**src/design/sidstr_pkg.sv**
```systemverilog
// shared types, constants and helper functions for the signed integer to
// digit string converter
// no dependencies
`default_nettype none

package sidstr_pkg;

    // width of the signed input value
    localparam int VALUE_WIDTH = 32;
    // input word padded to whole bytes
    localparam int S_DATA_W    = ((VALUE_WIDTH + 7) / 8) * 8;
    // one digit cell per possible base-2 digit
    localparam int NDIG        = VALUE_WIDTH;
    localparam int NDIG_W      = $clog2(NDIG + 1);
    localparam int BIT_CNT_W   = $clog2(VALUE_WIDTH);
    // digit, radix and length fields
    localparam int DIG_W       = 6;
    localparam int CHAR_W      = 8;
    localparam int LEN_W       = 6;
    localparam int M_DATA_W    = ((CHAR_W + LEN_W + 7) / 8) * 8;

    localparam logic [DIG_W-1:0] RADIX_RESET = DIG_W'(10);
    localparam logic [DIG_W-1:0] RADIX_MIN   = DIG_W'(2);
    localparam logic [DIG_W-1:0] RADIX_MAX   = DIG_W'(36);
    localparam logic [DIG_W-1:0] DEC_MAX     = DIG_W'(9);
    localparam logic [DIG_W-1:0] DEC_BASE    = DIG_W'(10);

    localparam logic [CHAR_W-1:0] CHAR_ZERO  = 8'h30;
    localparam logic [CHAR_W-1:0] CHAR_A     = 8'h61;
    localparam logic [CHAR_W-1:0] CHAR_MINUS = 8'h2d;

    // configuration register index
    localparam logic REG_RADIX = 1'b0;

    // common controls of the digit cell row
    typedef struct packed {
        logic clr;    // zero every cell
        logic shift;  // move digits one cell toward the top
    } cell_ctrl_t;

    // radix outside 2..36 is clamped
    function automatic logic [DIG_W-1:0] eff_radix(input logic [DIG_W-1:0] r);
        logic [DIG_W-1:0] res;
        if (r < RADIX_MIN) begin
            res = RADIX_MIN;
        end else if (r > RADIX_MAX) begin
            res = RADIX_MAX;
        end else begin
            res = r;
        end
        return res;
    endfunction

    // digit value to ascii, lower-case letters above nine
    function automatic logic [CHAR_W-1:0] digit_char(input logic [DIG_W-1:0] d);
        logic [CHAR_W-1:0] res;
        if (d > DEC_MAX) begin
            res = CHAR_A + CHAR_W'(d - DEC_BASE);
        end else begin
            res = CHAR_ZERO + CHAR_W'(d);
        end
        return res;
    endfunction

endpackage

`default_nettype wire

```
**src/design/sidstr_cell.sv**
```systemverilog
// one digit cell: doubles its digit and adds the carry from below, reducing
// modulo the radix; carry and enable are registered toward the next cell
// depends on sidstr_pkg
`default_nettype none

module sidstr_cell
    import sidstr_pkg::*;
(
    input  wire logic             aclk,
    input  wire logic             aresetn,
    input  wire cell_ctrl_t       ctrl,
    input  wire logic [DIG_W-1:0] radix,
    input  wire logic             en_in,
    input  wire logic             carry_in,
    input  wire logic [DIG_W-1:0] digit_in,
    output logic      [DIG_W-1:0] digit,
    output logic                  carry,
    output logic                  en
);

    logic [DIG_W-1:0] digit_reg, digit_next;
    logic             carry_reg, carry_next;
    logic             en_reg, en_next;
    logic [DIG_W:0]   dbl;
    logic [DIG_W:0]   diff;
    logic             ge;

    // doubled digit plus incoming carry, below twice the radix
    assign dbl  = {digit_reg, 1'b0} + {{DIG_W{1'b0}}, carry_in};
    assign diff = dbl - {1'b0, radix};
    assign ge   = (dbl >= {1'b0, radix});

    // next state of the cell
    always_comb begin
        digit_next = digit_reg;
        carry_next = 1'b0;
        en_next    = 1'b0;
        if (ctrl.clr) begin
            digit_next = '0;
        end else if (ctrl.shift) begin
            digit_next = digit_in;
        end else begin
            en_next = en_in;
            if (en_in) begin
                digit_next = ge ? diff[DIG_W-1:0] : dbl[DIG_W-1:0];
                carry_next = ge;
            end
        end
    end

    // control bits reset, digit is payload
    always_ff @(posedge aclk) begin
        if (!aresetn) begin
            carry_reg <= 1'b0;
            en_reg    <= 1'b0;
        end else begin
            carry_reg <= carry_next;
            en_reg    <= en_next;
        end
    end

    always_ff @(posedge aclk) begin
        digit_reg <= digit_next;
    end

    assign digit = digit_reg;
    assign carry = carry_reg;
    assign en    = en_reg;

endmodule

`default_nettype wire

```
**src/design/sidstr_array.sv**
```systemverilog
// row of digit cells; bits enter cell zero msb first and the carry
// wavefront moves one cell per cycle; digits shift out at the top
// depends on sidstr_pkg and sidstr_cell
`default_nettype none

module sidstr_array
    import sidstr_pkg::*;
(
    input  wire logic             aclk,
    input  wire logic             aresetn,
    input  wire cell_ctrl_t       ctrl,
    input  wire logic [DIG_W-1:0] radix,
    input  wire logic             feed_en,
    input  wire logic             feed_bit,
    output logic      [DIG_W-1:0] top_digit,
    output logic                  busy
);

    logic [DIG_W-1:0] digit_w [NDIG];
    logic [NDIG-1:0]  carry_w;
    logic [NDIG-1:0]  en_w;

    // cell zero takes the input bit stream
    sidstr_cell u_cell0 (
        .aclk     (aclk),
        .aresetn  (aresetn),
        .ctrl     (ctrl),
        .radix    (radix),
        .en_in    (feed_en),
        .carry_in (feed_bit),
        .digit_in ('0),
        .digit    (digit_w[0]),
        .carry    (carry_w[0]),
        .en       (en_w[0])
    );

    // remaining cells chained on the registered carry and enable
    for (genvar k = 1; k < NDIG; k++) begin : g_cell
        sidstr_cell u_cell (
            .aclk     (aclk),
            .aresetn  (aresetn),
            .ctrl     (ctrl),
            .radix    (radix),
            .en_in    (en_w[k-1]),
            .carry_in (carry_w[k-1]),
            .digit_in (digit_w[k-1]),
            .digit    (digit_w[k]),
            .carry    (carry_w[k]),
            .en       (en_w[k])
        );
    end

    assign top_digit = digit_w[NDIG-1];
    // the top carry is always zero, it is only watched
    assign busy      = (|en_w) | carry_w[NDIG-1];

endmodule

`default_nettype wire

```
**src/design/signed_integer_to_digit_string.sv**
```systemverilog
// Converts a signed VALUE_WIDTH-bit value to ascii text in the programmed
// radix (2..36, clamped), most significant character first, with a leading
// '-' for negative values. Each output word carries the character, the
// total string length and tlast on the final character. One value is taken
// at a time: after acceptance the magnitude is fed msb first into a row of
// VALUE_WIDTH digit cells and the carry wavefront runs up to the top
// cell, leading zero digits are trimmed at one per cycle, then one
// character leaves per cycle while the sink accepts. The next value is
// accepted while the final character still waits in the output register.
// depends on sidstr_pkg and sidstr_array
`default_nettype none

module signed_integer_to_digit_string
    import sidstr_pkg::*;
(
    input  wire logic                aclk,
    input  wire logic                aresetn,
    // input channel, tdata: value
    input  wire logic                s_tvalid,
    output logic                     s_tready,
    input  wire logic [S_DATA_W-1:0] s_tdata,
    // output channel, tdata: character, string_length, zero pad
    output logic                     m_tvalid,
    input  wire logic                m_tready,
    output logic      [M_DATA_W-1:0] m_tdata,
    output logic                     m_tlast,
    // configuration port
    input  wire logic                psel,
    input  wire logic                penable,
    input  wire logic                pwrite,
    input  wire logic [2:0]          paddr,
    input  wire logic [31:0]         pwdata,
    output logic      [31:0]         prdata,
    output logic                     pready
);

    localparam logic [2:0] ST_IDLE  = 3'd0;
    localparam logic [2:0] ST_CONV  = 3'd1;
    localparam logic [2:0] ST_DRAIN = 3'd2;
    localparam logic [2:0] ST_NORM  = 3'd3;
    localparam logic [2:0] ST_EMIT  = 3'd4;

    logic [2:0]             state_reg, state_next;
    logic [DIG_W-1:0]       radix_reg;
    logic [DIG_W-1:0]       rad_eff_reg, rad_eff_next;
    logic [VALUE_WIDTH-1:0] mag_reg, mag_next;
    logic                   neg_reg, neg_next;
    logic [BIT_CNT_W-1:0]   bit_cnt_reg, bit_cnt_next;
    logic [NDIG_W-1:0]      ndig_reg, ndig_next;
    logic [NDIG_W-1:0]      rem_reg, rem_next;
    logic [LEN_W-1:0]       len_reg, len_next;
    logic                   sign_pend_reg, sign_pend_next;
    logic                   m_valid_reg, m_valid_next;
    logic [CHAR_W-1:0]      m_char_reg, m_char_next;
    logic [LEN_W-1:0]       m_len_reg, m_len_next;
    logic                   m_last_reg, m_last_next;

    logic [VALUE_WIDTH-1:0] in_value;
    logic                   in_accept;
    logic                   out_free;
    logic                   cfg_write;
    cell_ctrl_t             cell_ctrl;
    logic                   feed_en;
    logic [DIG_W-1:0]       top_digit;
    logic                   arr_busy;

    // configuration register
    assign pready    = 1'b1;
    assign cfg_write = psel & penable & pwrite & pready;

    always_ff @(posedge aclk) begin
        if (!aresetn) begin
            radix_reg <= RADIX_RESET;
        end else if (cfg_write && (paddr[2] == REG_RADIX)) begin
            radix_reg <= pwdata[DIG_W-1:0];
        end
    end

    always_comb begin
        prdata = '0;
        if (paddr[2] == REG_RADIX) begin
            prdata = {{(32-DIG_W){1'b0}}, radix_reg};
        end
    end

    // handshake helpers
    assign in_value  = s_tdata[VALUE_WIDTH-1:0];
    assign s_tready  = (state_reg == ST_IDLE);
    assign in_accept = s_tvalid & s_tready;
    assign out_free  = !m_valid_reg || m_tready;
    assign feed_en   = (state_reg == ST_CONV);

    // sequencer
    always_comb begin
        state_next     = state_reg;
        rad_eff_next   = rad_eff_reg;
        mag_next       = mag_reg;
        neg_next       = neg_reg;
        bit_cnt_next   = bit_cnt_reg;
        ndig_next      = ndig_reg;
        rem_next       = rem_reg;
        len_next       = len_reg;
        sign_pend_next = sign_pend_reg;
        m_valid_next   = m_valid_reg && !m_tready;
        m_char_next    = m_char_reg;
        m_len_next     = m_len_reg;
        m_last_next    = m_last_reg;
        cell_ctrl      = '0;
        unique case (state_reg)
            ST_IDLE: begin
                if (in_accept) begin
                    neg_next      = in_value[VALUE_WIDTH-1];
                    mag_next      = in_value[VALUE_WIDTH-1] ? (~in_value + 1'b1) : in_value;
                    rad_eff_next  = eff_radix(radix_reg);
                    bit_cnt_next  = '0;
                    cell_ctrl.clr = 1'b1;
                    state_next    = ST_CONV;
                end
            end
            ST_CONV: begin
                mag_next     = {mag_reg[VALUE_WIDTH-2:0], 1'b0};
                bit_cnt_next = bit_cnt_reg + 1'b1;
                if (bit_cnt_reg == BIT_CNT_W'(VALUE_WIDTH - 1)) begin
                    state_next = ST_DRAIN;
                end
            end
            ST_DRAIN: begin
                if (!arr_busy) begin
                    ndig_next  = NDIG_W'(NDIG);
                    state_next = ST_NORM;
                end
            end
            ST_NORM: begin
                // trim leading zero digits, keep at least one
                if ((top_digit == '0) && (ndig_reg > NDIG_W'(1))) begin
                    cell_ctrl.shift = 1'b1;
                    ndig_next       = ndig_reg - 1'b1;
                end else begin
                    rem_next       = ndig_reg;
                    len_next       = LEN_W'({1'b0, ndig_reg} + {{NDIG_W{1'b0}}, neg_reg});
                    sign_pend_next = neg_reg;
                    state_next     = ST_EMIT;
                end
            end
            ST_EMIT: begin
                if (out_free) begin
                    m_valid_next = 1'b1;
                    m_len_next   = len_reg;
                    if (sign_pend_reg) begin
                        m_char_next    = CHAR_MINUS;
                        m_last_next    = 1'b0;
                        sign_pend_next = 1'b0;
                    end else begin
                        m_char_next     = digit_char(top_digit);
                        m_last_next     = (rem_reg == NDIG_W'(1));
                        cell_ctrl.shift = 1'b1;
                        rem_next        = rem_reg - 1'b1;
                        if (rem_reg == NDIG_W'(1)) begin
                            state_next = ST_IDLE;
                        end
                    end
                end
            end
            default: begin
                state_next = ST_IDLE;
            end
        endcase
    end

    // control registers
    always_ff @(posedge aclk) begin
        if (!aresetn) begin
            state_reg     <= ST_IDLE;
            m_valid_reg   <= 1'b0;
            sign_pend_reg <= 1'b0;
            bit_cnt_reg   <= '0;
            ndig_reg      <= '0;
            rem_reg       <= '0;
        end else begin
            state_reg     <= state_next;
            m_valid_reg   <= m_valid_next;
            sign_pend_reg <= sign_pend_next;
            bit_cnt_reg   <= bit_cnt_next;
            ndig_reg      <= ndig_next;
            rem_reg       <= rem_next;
        end
    end

    // payload registers
    always_ff @(posedge aclk) begin
        rad_eff_reg <= rad_eff_next;
        mag_reg     <= mag_next;
        neg_reg     <= neg_next;
        len_reg     <= len_next;
        m_char_reg  <= m_char_next;
        m_len_reg   <= m_len_next;
        m_last_reg  <= m_last_next;
    end

    // digit cell row
    sidstr_array u_array (
        .aclk      (aclk),
        .aresetn   (aresetn),
        .ctrl      (cell_ctrl),
        .radix     (rad_eff_reg),
        .feed_en   (feed_en),
        .feed_bit  (mag_reg[VALUE_WIDTH-1]),
        .top_digit (top_digit),
        .busy      (arr_busy)
    );

    // output word
    assign m_tvalid = m_valid_reg;
    assign m_tlast  = m_last_reg;
    assign m_tdata  = {{(M_DATA_W-CHAR_W-LEN_W){1'b0}}, m_len_reg, m_char_reg};

    // checks
    a_accept_starts_conv: assert property (@(posedge aclk) disable iff (!aresetn)
        in_accept |=> (state_reg == ST_CONV))
        else $error("accepted value did not start conversion");

    a_emit_has_digits: assert property (@(posedge aclk) disable iff (!aresetn)
        (state_reg == ST_EMIT) |-> (rem_reg != '0))
        else $error("emit state with no digits left");

    a_norm_keeps_digit: assert property (@(posedge aclk) disable iff (!aresetn)
        (state_reg == ST_NORM) |-> (ndig_reg != '0))
        else $error("digit count fell to zero");

    a_digit_in_range: assert property (@(posedge aclk) disable iff (!aresetn)
        ((state_reg == ST_EMIT) && !sign_pend_reg) |-> (top_digit < rad_eff_reg))
        else $error("emitted digit not below radix");

    a_no_feed_while_busy: assert property (@(posedge aclk) disable iff (!aresetn)
        (state_reg == ST_NORM) |-> !arr_busy)
        else $error("digit trim started before carries settled");

endmodule

`default_nettype wire

```
**config.mk**
```make
export PLATFORM = sky130hd
export DESIGN_NAME = signed_integer_to_digit_string
export DESIGN_NICKNAME = d
export VERILOG_FILES = /design/src/design/sidstr_pkg.sv /design/src/design/sidstr_cell.sv /design/src/design/sidstr_array.sv /design/src/design/signed_integer_to_digit_string.sv
export SDC_FILE = /design/constraint.sdc
export NUM_CORES = 1
export LEC_CHECK = 0
export BUFFER_PORTS_ARGS = -buffer_cell sky130_fd_sc_hd__buf_2
export CAP_MARGIN = 20
export CORE_ASPECT_RATIO = 1.75
export CORE_MARGIN = 2
export CORE_UTILIZATION = 63
export DETAILED_ROUTE_END_ITERATION = 8
export PLACE_DENSITY = 0.82
export SKIP_LAST_GASP = 1
export SLEW_MARGIN = 25
export SYNTH_ARGS = -nofsm -noshare
export SYNTH_HDL_FRONTEND = slang
export SYNTH_SLANG_ARGS = --single-unit
export TNS_END_PERCENT = 1
```
**constraint.sdc**
```tcl
create_clock -name aclk -period 5 [get_ports aclk]
set_input_delay 0.75 -clock aclk [delete_from_list [all_inputs] [get_ports aclk]]
set_output_delay 0.75 -clock aclk [all_outputs]
set_load 0.005 [all_outputs]
```
; ---- Word-level counts from Yosys, hierarchy flattened
; Index checks and enable logic that the tools add are counted.
[totals]
reg_bits = 344
output_inout_bits = 52
elab_cells = 487
[op_classes]
addsub = 72
order_cmp = 36
eq_ne = 14
mux = 128
n_bitwise = 40
n_reduce_logical = 86
[ops]
columns = operator, count
row1 = 6-bit 2-to-1 mux, 101
row2 = 7-bit by 1-bit adder with 7-bit output, 32
row3 = 7-bit by 6-bit greater-or-equal comparator with 1-bit output, 32
row4 = 6-bit subtractor, 32
row5 = 4-bit OR reduction, 32
row6 = 2-bit nonzero test, 34
row7 = 32-bit 2-to-1 mux, 2
row8 = 32-bit one-hot mux with 2 select lines, 1
row9 = 1-bit NOT, 35
row10 = 32-bit by 1-bit adder with 32-bit output (second input constant), 1
row11 = 32-bit NOT, 1
row12 = 32-bit OR reduction, 1
row13 = 6-bit one-hot mux with 2 select lines, 2
row14 = 3-bit 2-to-1 mux, 7
row15 = 3-bit one-hot mux with 5 select lines, 1
row16 = 2-bit inequality test (second input constant), 7
row17 = 6-bit by 1-bit subtractor with 6-bit output (second input constant), 2
row18 = 5-bit one-hot mux with 2 select lines, 1
row19 = 1-bit 2-to-1 mux, 9
row20 = 7-bit by 8-bit adder with 8-bit output (first input constant), 1
row21 = 8-bit 2-to-1 mux, 1
row22 = 2-bit AND reduction, 4
row23 = 6-bit by 6-bit adder with 7-bit output (first input constant), 1
row24 = 7-bit AND reduction, 1
row25 = other kinds (26), 35

; ---- Logic depth before layout (Yosys ltp)
[logic_depth]
word_depth = 5
depth_mapped = 11
mapped_depth_nobuf = 10

; ---- Cells and area by module
; A second synthesis with hierarchy kept.
[hier_totals]
cells_unflattened = 3135
area_unflattened_um2 = 27367.5
[by_module_without_submodules]
columns = module, n_inst, cells_each, area_each_um2, seq_area_each_um2
row1 = sidstr_cell at u_array.g_cell[19].u_cell ..., 20, 80, 676.9, 160.2
row2 = sidstr_cell at u_array.g_cell[10].u_cell ..., 12, 81, 705.7, 160.2
row3 = signed_integer_to_digit_string, 1, 550, 5278.8, 2362.3
row4 = sidstr_array, 1, 13, 82.6, 0.0

; ---- Worst setup path after synthesis
; Ideal clock, no wire load.
[synth_timing]
kind = register to register
startpoint = register rad_eff_reg[1]
endpoint = register u_array.g_cell[10].u_cell.digit_reg[3]
arrival_time_ns = 4.144
setup_slack_ns = 0.742
path_stages_with_launch = 9
synth_period_minus_slack_ns = 4.258
path_cell_list = edfxtp_1 inv_1 ha_1 and3_1 a31o_2 a2111oi_4 mux2i_1 a21oi_1 a21o_1
[synth_between]
elab_chain_len = 4
elab_cells_between_ends = 5
cone_classes = 1 x add/sub / 1 x order compare / 3 x mux
[synth_rtl]
columns = element, line_no
row1 = from (decl), signed_integer_to_digit_string.sv:45  ; logic [DIG_W-1:0] rad_eff_reg, rad_eff_next;
row2 = from (signal assigned), signed_integer_to_digit_string.sv:191  ; rad_eff_reg <= rad_eff_next;
row3 = 6-bit subtractor or 7-bit by 6-bit greater-or-equal comparator with 1-bit output (tied branches), "sidstr_cell.sv:30, sidstr_cell.sv:31"
row4 = 6-bit 2-to-1 mux *, sidstr_cell.sv:45  ; digit_next = ge ? diff[DIG_W-1:0] : dbl[DIG_W-1:0];
row5 = 6-bit 2-to-1 mux *, sidstr_cell.sv:44  ; if (en_in) begin
row6 = 6-bit 2-to-1 mux *, sidstr_cell.sv:40  ; end else if (ctrl.shift) begin
row7 = to (signal assigned), sidstr_cell.sv:63  ; digit_reg <= digit_next;
row8 = to (decl), sidstr_cell.sv:21  ; logic [DIG_W-1:0] digit_reg, digit_next;
; Mark *: on every way between the ends. The rest lies on a longest branch, timed or not. The select of a mux whose other input is x is not followed.
; A chain may end at the register's enable or synchronous reset.

; ---- Worst setup path after layout
[layout_timing]
startpoint = register rad_eff_reg[3]
endpoint = register u_array.g_cell[24].u_cell.digit_reg[2]
[layout_between]
elab_chain_len = 4
[layout_rtl]
columns = element, line_no
row1 = 7-bit by 6-bit greater-or-equal comparator with 1-bit output, sidstr_cell.sv:31  ; assign ge = (dbl >= {1'b0, radix});
row2 = 6-bit 2-to-1 mux, sidstr_cell.sv:45
row3 = 6-bit 2-to-1 mux, sidstr_cell.sv:44
row4 = 6-bit 2-to-1 mux, sidstr_cell.sv:40
row5 = to (signal assigned), sidstr_cell.sv:63
row6 = to (decl), sidstr_cell.sv:21
; Every way passes these cells. The select of a mux whose other input is x is not followed.

==> metrics <==
Avg Cell Area, Syn 8.508 sq um; met1 WL 23.59 mm; Hold Slack 0.4248 ns; Main synth FF type dfxtp_1; Die Y 263.2 microns; Syn Inst Count 2,843; CTS Hold Buffers Added 0; Crit. End Element flop; wire length per cell 19.06 microns; CTS tree built; Fin. Hold Viols 0; Placed Cells incl. Taps 3,293; maximum VDD drop 372.7 uV; Crit Path Max Fanout 17; synth warn 0; initial antenna violation count 0; status finished clean; post-route setup TNS 0 ns; Max Used Layer met4; Yosys top cell area share 0.2351; largest area contributor in the synthesized netlist dfxtp_1; Synth-to-Final Area Change 6.518%; max-slew violation count 0; period utilization 0.7466; met2 WL post-DR 33.48 mm; gpl congestion 0.9398; Core Area 38,160 sq um; RSZ-0062 raised after global routing false; Pleak 0.01060 uW; Peak Freq 0.2679 GHz; Diodes inserted 0; Initial Util 0.6339; most common cell in the synthesized netlist o21ai_0; clock root cell clkbuf_16; fin crit period 3.733 ns; HP Class flop to flop; initial DRC count 1,458; Seq/Total Area, Yosys 0.3095; first-pass GRT wire length 104.2 mm; post_cts resized 0; worst skew pair latency 0.54 ns; Post-synth top cells o21ai_0, a21oi_1, dfxtp_1; area of the mapped netlist 24,190 sq um; DR pass1 iterations 5; fraction of layout cells with a size suffix above 1 0.06836; # DRC 0; DRT Wirelength 63.90 mm; I/O pin cnt 126; Die X 152.1 microns; Data required, critical path 5.39 ns; top post-synthesis cells by area dfxtp_1, ha_1, edfxtp_1; worst-margin pin slew 1.017 ns; global route total overflow 0; clk_skew 0.01821 ns; Routed Antenna Nets 0; Post-synth EDFFs 60; Finish-stage setup viols 0; largest net degree at the start of global routing 150; overall die area 40,040 sq um; asr flop ratio synth 0; final net count 3,157; Total GRT Usage 0.3071; vias per std cell 6.544; clock sinks 344; max reg flops 186; #FFs+latches synth 344; total CTS buffers 34; Data arrival, critical path 4.12 ns; metal3 WL 2.973 mm; clk slew on worst S/H paths 0.07 ns; final non-filler cell total 3,352; PortBufs 68; vias 21,935; Setup CP Type flop to flop; pre-CTS setup slack 1.382 ns; PD cells 294.8 nW/um^2; htree depth 2; nature of the critical path startpoint flop; Rel. slew slack 0.3213; distinct cell type count after synthesis 85; final worst slack 1.267 ns; Post-CTS Setup Bufs 0; clk buf depth 3; vias in the first global route 22,080; DPL Wire Length 43.63 mm; Max Cap Viol 0; row count 95; Finished Core Util 0.6753
==> layout by cell type (no fill, tap or decap), types with 37 or more instances in the layout <==
cell type	Yosys	layout
mux2i_1	101	101
dfxtp_1	284	284
xor2_1	67	67
xnor2_1	63	63
nor2_1	159	159
clkbuf_16	0	37
a31oi_1	57	57
buf_2	19	68
nand2b_1	50	50
a21o_1	120	120
ha_1	207	207
a21oi_1	285	285
nand2_1	202	201
edfxtp_1	60	60
o21ai_0	304	302
inv_1	136	130
o211ai_1	63	63
==> through the flow <==
stage	cell area, sq um	power [uW]
4_1_cts	25760	7571
6_report	25760	7595
2_1_floorplan	24290	4553
5_1_grt	25760	7907
3_5_place_dp	24680	5030
3_3_place_gp	24680	4944
==> critical path: stages (launching register included) <==
cell and delay, ns:
edfxtp_1 0.33, clkinv_1 0.70, buf_4 0.56, ha_1 0.40, and3_1 0.21, o21ai_0 0.13, a31oi_1 0.61, mux2_2 0.41
mux2i_1 0.13, a21oi_1 0.08
==> where the power goes <==
part	switching, uW	internal [uW]	leakage, uW	total (uW)
combinational	1170	675	0.00721	1850
clock	1130	1440	0.000530	2570
sequential	137	3040	0.00287	3180
total	2440	5150	0.0106	7590
==> area by class of cell <==
| type | count | area (sq um) |
|---|---|---|
| clock buffers | 47 | 983.4 |
| flip-flops and latches | 344 | 7487 |
| inverters | 140 | 528.0 |
| multi-input cells | 2233 | 15510 |
| clock inverters | 12 | 97.59 |
| repair buffers | 91 | 550.5 |
| well taps | 485 | 606.8 |
| fillers | 2978 | 12390 |
==> per-layer routing <==
metal	vias up	global-route usage
li1	10395	-
met1	10489	0.3213
met2	768	0.5810
met3	283	0.03391
met4	0	0.1879
met5	-	0
==> cell families after synthesis <==
logic type               after synthesis  share of synthesized area
buffers and inverters                293                    0.05421
flip-flops                           344                     0.3095
multiplexers                         118                    0.04971
AO/OA/AOI/OAI                       1059                     0.2705
AND/OR/NAND/NOR                      657                     0.1347
XOR/XNOR                             130                    0.04707
other                                  2                  0.0003105
adder cells (fa/ha/maj)              240                     0.1340
==> worst paths after layout <==
check                 start                                 end  slack [ns]  depth (start not counted)
min reg2reg      len_reg[1]                        m_len_reg[1]        0.42                          0
max          rad_eff_reg[3]  u_array.g_cell[24].u_cell.digit[2]        1.27                          9
max reg2reg  rad_eff_reg[3]  u_array.g_cell[24].u_cell.digit[2]        1.27                          9
min              len_reg[1]                        m_len_reg[1]        0.42                          0
Power figures use the tool's default switching activity.
